--- src/msort_pkg.sv ---
// shared constants, types and helpers for the merge sorter
// no dependencies; used by msort_store and merge_sorter_unit
package msort_pkg;

  localparam int DEPTH  = 32;
  localparam int DATA_W = 32;
  localparam int IDX_W  = (DEPTH > 1) ? $clog2(DEPTH) : 1;
  localparam int CNT_W  = $clog2(DEPTH + 1);
  localparam int SUM_W  = CNT_W + 2;

  typedef logic [DATA_W-1:0] data_t;
  typedef logic [IDX_W-1:0]  idx_t;
  typedef logic [CNT_W-1:0]  cnt_t;
  typedef logic [SUM_W-1:0]  sum_t;

  // one request to the two-bank store
  typedef struct packed {
    logic  we;
    logic  wbank;
    idx_t  waddr;
    data_t wdata;
    logic  re;
    logic  rbank;
    idx_t  raddr_i;
    idx_t  raddr_j;
  } mem_req_t;

  // run boundary clipped to the set size
  function automatic cnt_t clip_to(input sum_t a, input cnt_t n);
    cnt_t r;
    if (a > {2'b00, n}) begin
      r = n;
    end else begin
      r = a[CNT_W-1:0];
    end
    return r;
  endfunction

endpackage

--- src/msort_store.sv ---
// two-bank value store for the merge sorter: one write port, two registered reads
// depends on msort_pkg
module msort_store (
  input  logic                clk,
  input  msort_pkg::mem_req_t req,
  output msort_pkg::data_t    rd_i,
  output msort_pkg::data_t    rd_j
);

  msort_pkg::data_t mem_a [msort_pkg::DEPTH];
  msort_pkg::data_t mem_b [msort_pkg::DEPTH];
  msort_pkg::data_t a_i, a_j, b_i, b_j;
  logic             bank_q;

  always_ff @(posedge clk) begin
    if (req.we && !req.wbank) begin
      mem_a[req.waddr] <= req.wdata;
    end
    if (req.we && req.wbank) begin
      mem_b[req.waddr] <= req.wdata;
    end
  end

  always_ff @(posedge clk) begin
    if (req.re) begin
      a_i    <= mem_a[req.raddr_i];
      a_j    <= mem_a[req.raddr_j];
      b_i    <= mem_b[req.raddr_i];
      b_j    <= mem_b[req.raddr_j];
      bank_q <= req.rbank;
    end
  end

  assign rd_i = bank_q ? b_i : a_i;
  assign rd_j = bank_q ? b_j : a_j;

endmodule

--- src/merge_sorter_unit.sv ---
// merge sorter top level: load, bottom-up merge passes, sorted output
// depends on msort_pkg and msort_store
//
// Collects signed 32-bit values, one per request, until a request with tlast
// arrives or 32 values are held (that request then ends the set). The set is
// then sorted ascending with a stable bottom-up merge sort and streamed out,
// tlast marking the greatest value. While loading, a value is taken
// whenever one is offered. The sort runs ceil(log2 n) passes that
// ping-pong between two store banks; one shared signed compare picks
// each value in two steps: read both run heads, then compare and write
// the winner. Each output value is read, then presented downstream until
// it is taken. The single compare unit and the store's one write per
// cycle bound the sort speed. No new request is taken from sort start
// until the last sorted value has left.
module merge_sorter_unit (
  input  logic        clk,
  input  logic        rst,
  input  logic        s_tvalid,
  output logic        s_tready,
  input  logic [31:0] s_tdata,   // [31:0] sample_value
  input  logic        s_tlast,   // last_item
  output logic        m_tvalid,
  input  logic        m_tready,
  output logic [31:0] m_tdata,   // [31:0] sorted_value
  output logic        m_tlast    // final_item
);

  localparam logic [2:0] ST_LOAD = 3'd0;  // taking values
  localparam logic [2:0] ST_RD   = 3'd1;  // read both run heads
  localparam logic [2:0] ST_MRG  = 3'd2;  // compare, write winner
  localparam logic [2:0] ST_ERD  = 3'd3;  // read next sorted value
  localparam logic [2:0] ST_EOUT = 3'd4;  // present it downstream

  logic [2:0]        state;
  msort_pkg::cnt_t   cnt;      // values held in the current set
  msort_pkg::cnt_t   n;        // size of the set being sorted
  msort_pkg::cnt_t   w;        // current run width
  msort_pkg::cnt_t   i, j, k;  // left head, right head, output index
  msort_pkg::cnt_t   mid, hi;  // end of left run, end of right run
  logic              src;      // bank holding the current runs

  msort_pkg::mem_req_t req;
  msort_pkg::data_t    rd_i, rd_j;

  logic              in_ok, out_ok, set_end, take_i;
  msort_pkg::cnt_t   cnt_inc, k_inc;
  msort_pkg::sum_t   w2, hi_w, hi_2w;

  assign s_tready = (state == ST_LOAD);
  assign m_tvalid = (state == ST_EOUT);
  assign m_tdata  = rd_i;
  assign m_tlast  = (k_inc == n);

  assign in_ok   = s_tvalid && s_tready;
  assign out_ok  = m_tvalid && m_tready;
  assign cnt_inc = cnt + 1'b1;
  assign k_inc   = k + 1'b1;
  assign set_end = s_tlast || (cnt_inc == msort_pkg::CNT_W'(msort_pkg::DEPTH));

  // shared compare: left wins on ties to keep arrival order
  assign take_i = (j >= hi) || ((i < mid) && ($signed(rd_i) <= $signed(rd_j)));

  assign w2    = {1'b0, w, 1'b0};
  assign hi_w  = {2'b00, hi} + {2'b00, w};
  assign hi_2w = {2'b00, hi} + w2;

  // store requests
  always_comb begin
    req         = '0;
    req.rbank   = src;
    req.raddr_i = i[msort_pkg::IDX_W-1:0];
    req.raddr_j = j[msort_pkg::IDX_W-1:0];
    unique case (state)
      ST_LOAD: begin
        req.we    = in_ok;
        req.wbank = 1'b0;
        req.waddr = cnt[msort_pkg::IDX_W-1:0];
        req.wdata = s_tdata;
      end
      ST_RD: begin
        req.re = 1'b1;
      end
      ST_MRG: begin
        req.we    = 1'b1;
        req.wbank = ~src;
        req.waddr = k[msort_pkg::IDX_W-1:0];
        req.wdata = take_i ? rd_i : rd_j;
      end
      ST_ERD: begin
        req.re      = 1'b1;
        req.raddr_i = k[msort_pkg::IDX_W-1:0];
      end
      default: begin
      end
    endcase
  end

  msort_store u_store (
    .clk  (clk),
    .req  (req),
    .rd_i (rd_i),
    .rd_j (rd_j)
  );

  // sequencer
  always_ff @(posedge clk) begin
    if (rst) begin
      state <= ST_LOAD;
      cnt   <= '0;
      n     <= '0;
      k     <= '0;
    end else begin
      unique case (state)
        ST_LOAD: begin
          if (in_ok) begin
            cnt <= cnt_inc;
            if (set_end) begin
              n   <= cnt_inc;
              src <= 1'b0;
              k   <= '0;
              w   <= msort_pkg::CNT_W'(1);
              i   <= '0;
              if (cnt == '0) begin
                // single value: nothing to merge
                state <= ST_ERD;
              end else begin
                mid   <= msort_pkg::CNT_W'(1);
                j     <= msort_pkg::CNT_W'(1);
                hi    <= msort_pkg::clip_to(msort_pkg::SUM_W'(2), cnt_inc);
                state <= ST_RD;
              end
            end
          end
        end
        ST_RD: begin
          state <= ST_MRG;
        end
        ST_MRG: begin
          if (k_inc != hi) begin
            // still inside the current pair of runs
            if (take_i) begin
              i <= i + 1'b1;
            end else begin
              j <= j + 1'b1;
            end
            k     <= k_inc;
            state <= ST_RD;
          end else if (hi != n) begin
            // next pair of runs in this pass
            k     <= k_inc;
            i     <= hi;
            mid   <= msort_pkg::clip_to(hi_w, n);
            j     <= msort_pkg::clip_to(hi_w, n);
            hi    <= msort_pkg::clip_to(hi_2w, n);
            state <= ST_RD;
          end else begin
            // pass complete: results now live in the other bank
            src <= ~src;
            k   <= '0;
            if (w2 >= {2'b00, n}) begin
              state <= ST_ERD;
            end else begin
              w     <= w2[msort_pkg::CNT_W-1:0];
              i     <= '0;
              mid   <= msort_pkg::clip_to(w2, n);
              j     <= msort_pkg::clip_to(w2, n);
              hi    <= msort_pkg::clip_to({w2[msort_pkg::SUM_W-2:0], 1'b0}, n);
              state <= ST_RD;
            end
          end
        end
        ST_ERD: begin
          state <= ST_EOUT;
        end
        ST_EOUT: begin
          if (out_ok) begin
            if (k_inc == n) begin
              cnt   <= '0;
              state <= ST_LOAD;
            end else begin
              k     <= k_inc;
              state <= ST_ERD;
            end
          end
        end
        default: begin
          state <= ST_LOAD;
        end
      endcase
    end
  end

  // load and output never overlap
  a_no_overlap: assert property (@(posedge clk) disable iff (rst)
    !(s_tready && m_tvalid))
    else $error("input and output active together");

  // merge never writes past the set
  a_k_in_set: assert property (@(posedge clk) disable iff (rst)
    (state == ST_MRG) |-> (k < n))
    else $error("merge index beyond set size");

  // run heads stay inside their runs
  a_heads: assert property (@(posedge clk) disable iff (rst)
    (state == ST_MRG) |-> ((i <= mid) && (j <= hi) && (mid <= hi) && (hi <= n)))
    else $error("run heads out of bounds");

  // after the final value leaves, loading resumes
  a_back_to_load: assert property (@(posedge clk) disable iff (rst)
    (m_tvalid && m_tready && m_tlast) |=> (s_tready && (cnt == '0)))
    else $error("did not return to loading");

endmodule

--- config.mk ---
export PLATFORM = sky130hd
export DESIGN_NAME = merge_sorter_unit
export DESIGN_NICKNAME = d
export VERILOG_FILES = /design/src/msort_pkg.sv /design/src/msort_store.sv /design/src/merge_sorter_unit.sv
export SDC_FILE = /design/constraint.sdc
export NUM_CORES = 2
export LEC_CHECK = 0
export BUFFER_PORTS_ARGS = -buffer_cell sky130_fd_sc_hd__buf_4
export CORE_ASPECT_RATIO = 0.6
export CORE_MARGIN = 2
export CORE_UTILIZATION = 40
export CTS_CLUSTER_SIZE = 10
export DETAILED_ROUTE_END_ITERATION = 10
export PLACE_DENSITY_LB_ADDON = 0.3
export SYNTH_ARGS = -nofsm -noshare
export SYNTH_HDL_FRONTEND = slang
export SYNTH_SLANG_ARGS = --single-unit
--- constraint.sdc ---
create_clock -name clk -period 8.7 [get_ports clk]
set_clock_uncertainty 0.05 [all_clocks]
set_input_delay 0.87 -clock clk [delete_from_list [all_inputs] [get_ports clk]]
set_output_delay 0.87 -clock clk [all_outputs]
set_load 0.05 [all_outputs]
==> reports/metrics.cfg <==
[run_status]
status = finished, final reports clean

[route]
ant_nets = 0
initialDrtViolationCount = 10090
drt_first_pass_iters = 5
vias = 61820
drc_errors = 0
routed_wl_um = 340200
avgRoutedWirePerCell_um = 37.11
avgViaCountPerCell = 6.742

[sta]
fin_crit_sh_pct = 69.91
setup_tns_ns = 0
rsz0062_at_grt = no
setup_viol = 0
layout_min_cycle_time_ns = 6.082
clock.fmax_ghz = 0.1644
tightest_slew_ns = 1.280
slew_viol_final = 0
hold_viol_final = 0
relSlewSlack_pct = 14.65

[die]
num_rows = 145
start_util_pct = 40.31
ios = 72
die_width_um = 665.9
core_mm2 = 0.2609
dieArea_mm2 = 0.2671
die_h_um = 401.2

[setup_path]
crit_buf_inv = 3
max_stage_delay_ns = 0.84
crit_family = compound AO/OA/AOI/OAI gates
worstPathCellList = buf_4 > buf_4 > mux2_2 > ha_1 > nand4_1 > nor4_2 > and2_1 > o311ai_0 > nand3_1 > o21a_4 > o21ai_0 > o21ai_4 > buf_4
arrival_ns = 6.65
crit_fanout = 65
crit_path_start_kind = register
crit_path_end_kind = register
worstPathRequired_ns = 9.27
r2r_start = u_store.bank_q
crit_path_frequent_cell = buf_4
setup.worst_path.start = u_store.bank_q
r2r_slack_ns = 2.62
path_class = register to register
crit_slowest_cell = o21ai_4

[final_layout]
area_growth_pct = 10.99
mostFrequentLayoutCells = 2208 x edfxtp_1, 1131 x mux4_2, 647 x nand2_1, 337 x nand3_1, 252 x clkbuf_16
final_core_util_pct = 44.74
final_cells = 9169
layout_commonest_cell = edfxtp_1
drive_gt1_share_pct = 32.76
num-nets-final = 5800

[clocking]
clock_path_buffers = 4
post-cts-setup-buffers = 0
insertion_delay_ns = 0.90
path_clk_slew_ns = 0.06
numCtsBuffers = 249
ctsHoldBuffers = 0
cts_num_sinks = 2229
ctsResizeCount = 0
htreeDepth = 4
root_buffer = clkbuf_16
cts_tree = yes

[place]
gp_congestion = 0.9575
port-buffer-count = 71
dp.cells = 8881
dpl.hpwl_um = 183000

[synth]
ys_seq_area_share_pct = 63.45
syn-num-nets = 5705
synthCells = 5583
ys.flop_type = edfxtp_1
syn_area_mm2 = 0.1052
synth_edf_count = 2208
yosys_register_bits = 2229
synth_warnings = 0
avgSynthCellArea_um2 = 18.83
synth_cell_type_count = 76
async_flop_share_pct = 0

[global_route]
antenna_found_initial = 27
grt_pass1_wl_um = 474400
grt_overflow = 0
grt_max_degree = 128
grt_pass1_vias = 59400
grt_usage_pct = 25.12

[min_path]
hold_path_class = input port to register
hp-start = rst

[power_and_ir_drop]
p_leak_nw = 37.12
powerDensity_mw_per_mm2 = 260.4
ir_drop_uv = 189.9

[flow_run]
cap_violations = 0

routing by layer:
layer	share of wire (%)	wire length (µm)	vias up	global-route usage, %
li1	-	-	23380	-
met1	40	134800	32900	37.17
met2	42	143600	4982	34.76
met3	15	51520	539	9.252
met4	3.0	10090	16	6.886
met5	0.054	183	-	0.2855
cell type report:
type                    count  area (µm²)
multi-input cells        2903       36950
well taps                3454        4322
fillers                 21800      144200
flip-flops and latches   2229       66720
clock buffers             281        6415
repair buffers            246        2072
diodes                      3       7.507
clock inverters             4       37.54
inverters                  49       183.9
synthesized netlist by cell type (all sizes together) (4+ instances only):
cell,instances,area [µm²]
a31oi,7,43.79
a21oi,42,210.2
ha,83,1039
o32ai,4,35.03
a21o,34,255.2
nand2b,5,31.28
mux2i,43,442.9
mux4,1152,26020
o21ai,134,719.4
inv,49,183.9
xor2,15,138.9
a211oi,11,82.58
buf,246,1654
a21boi,4,33.78
nand3b,9,67.56
xnor2,24,217.7
nor2b,7,58.81
o22a,4,35.03
nor4,4,43.80
nor3,9,45.04
or2,4,25.02
edfxtp,2208,66300
o221ai,4,35.03
nand3,339,1707
and2,11,68.82
a221oi,7,67.56
a211o,4,35.03
nand4,9,56.30
and3,8,55.05
clkbuf,156,588.1
nor2,139,524.3
dfxtp,21,420.4
o21a,7,52.55
mux2,100,1126
nand2,648,2449
registers in the layout (all words and copies together), names as in the netlist:
| name | flops |
|---|---|
| hi | 6 |
| u_store.b_i | 32 |
| k | 6 |
| n | 6 |
| src | 1 |
| u_store.b_j | 32 |
| u_store.bank_q | 1 |
| u_store.a_i | 32 |
| i | 6 |
| cnt | 6 |
| w | 6 |
| u_store.mem_b | 1024 |
| u_store.a_j | 32 |
| u_store.mem_a | 1024 |
| state | 3 |
| j | 6 |
| mid | 6 |
where the power goes:
part           total [mW]  internal, mW  switching [mW]
Clock                9.10          5.08            4.03
Combinational        7.77          2.60            5.17
Sequential           13.5          13.3           0.230
path summary, 6_finish.rpt:
| path | end | depth (start not counted) |
|---|---|---|
| hold / removal | n[1] | 2 |
| setup reg to reg | u_store.mem_a[31][18] | 13 |
| setup / recovery | u_store.mem_a[31][18] | 13 |
| hold reg to reg | k[5] | 2 |
per-stage QoR:
stage	total power [mW]	hold slack [ns]	instance area, µm²	worst slack, ns
finish	30.40	0.2651	116700	2.618
global route	31.39	0.2429	116700	2.365
CTS	30.33	0.2136	116700	2.795
detailed placement	21.32	0.4581	110200	2.847
global placement	21.23	0.4477	110200	2.910
floorplan	18.59	0.4280	105200	2.209
kinds of logic after synthesis:
| kind of cell | synth area share, % |
|---|---|
| DFF | 63.45 |
| muxes | 26.24 |
| and+or+nand+nor | 4.957 |
| buffers and inverters | 2.307 |
| AOI/OAI and AO/OA | 1.677 |
| adders and majority gates | 1.026 |
| xor gates and xnor gates | 0.3391 |
Power figures use the tool's default switching activity.
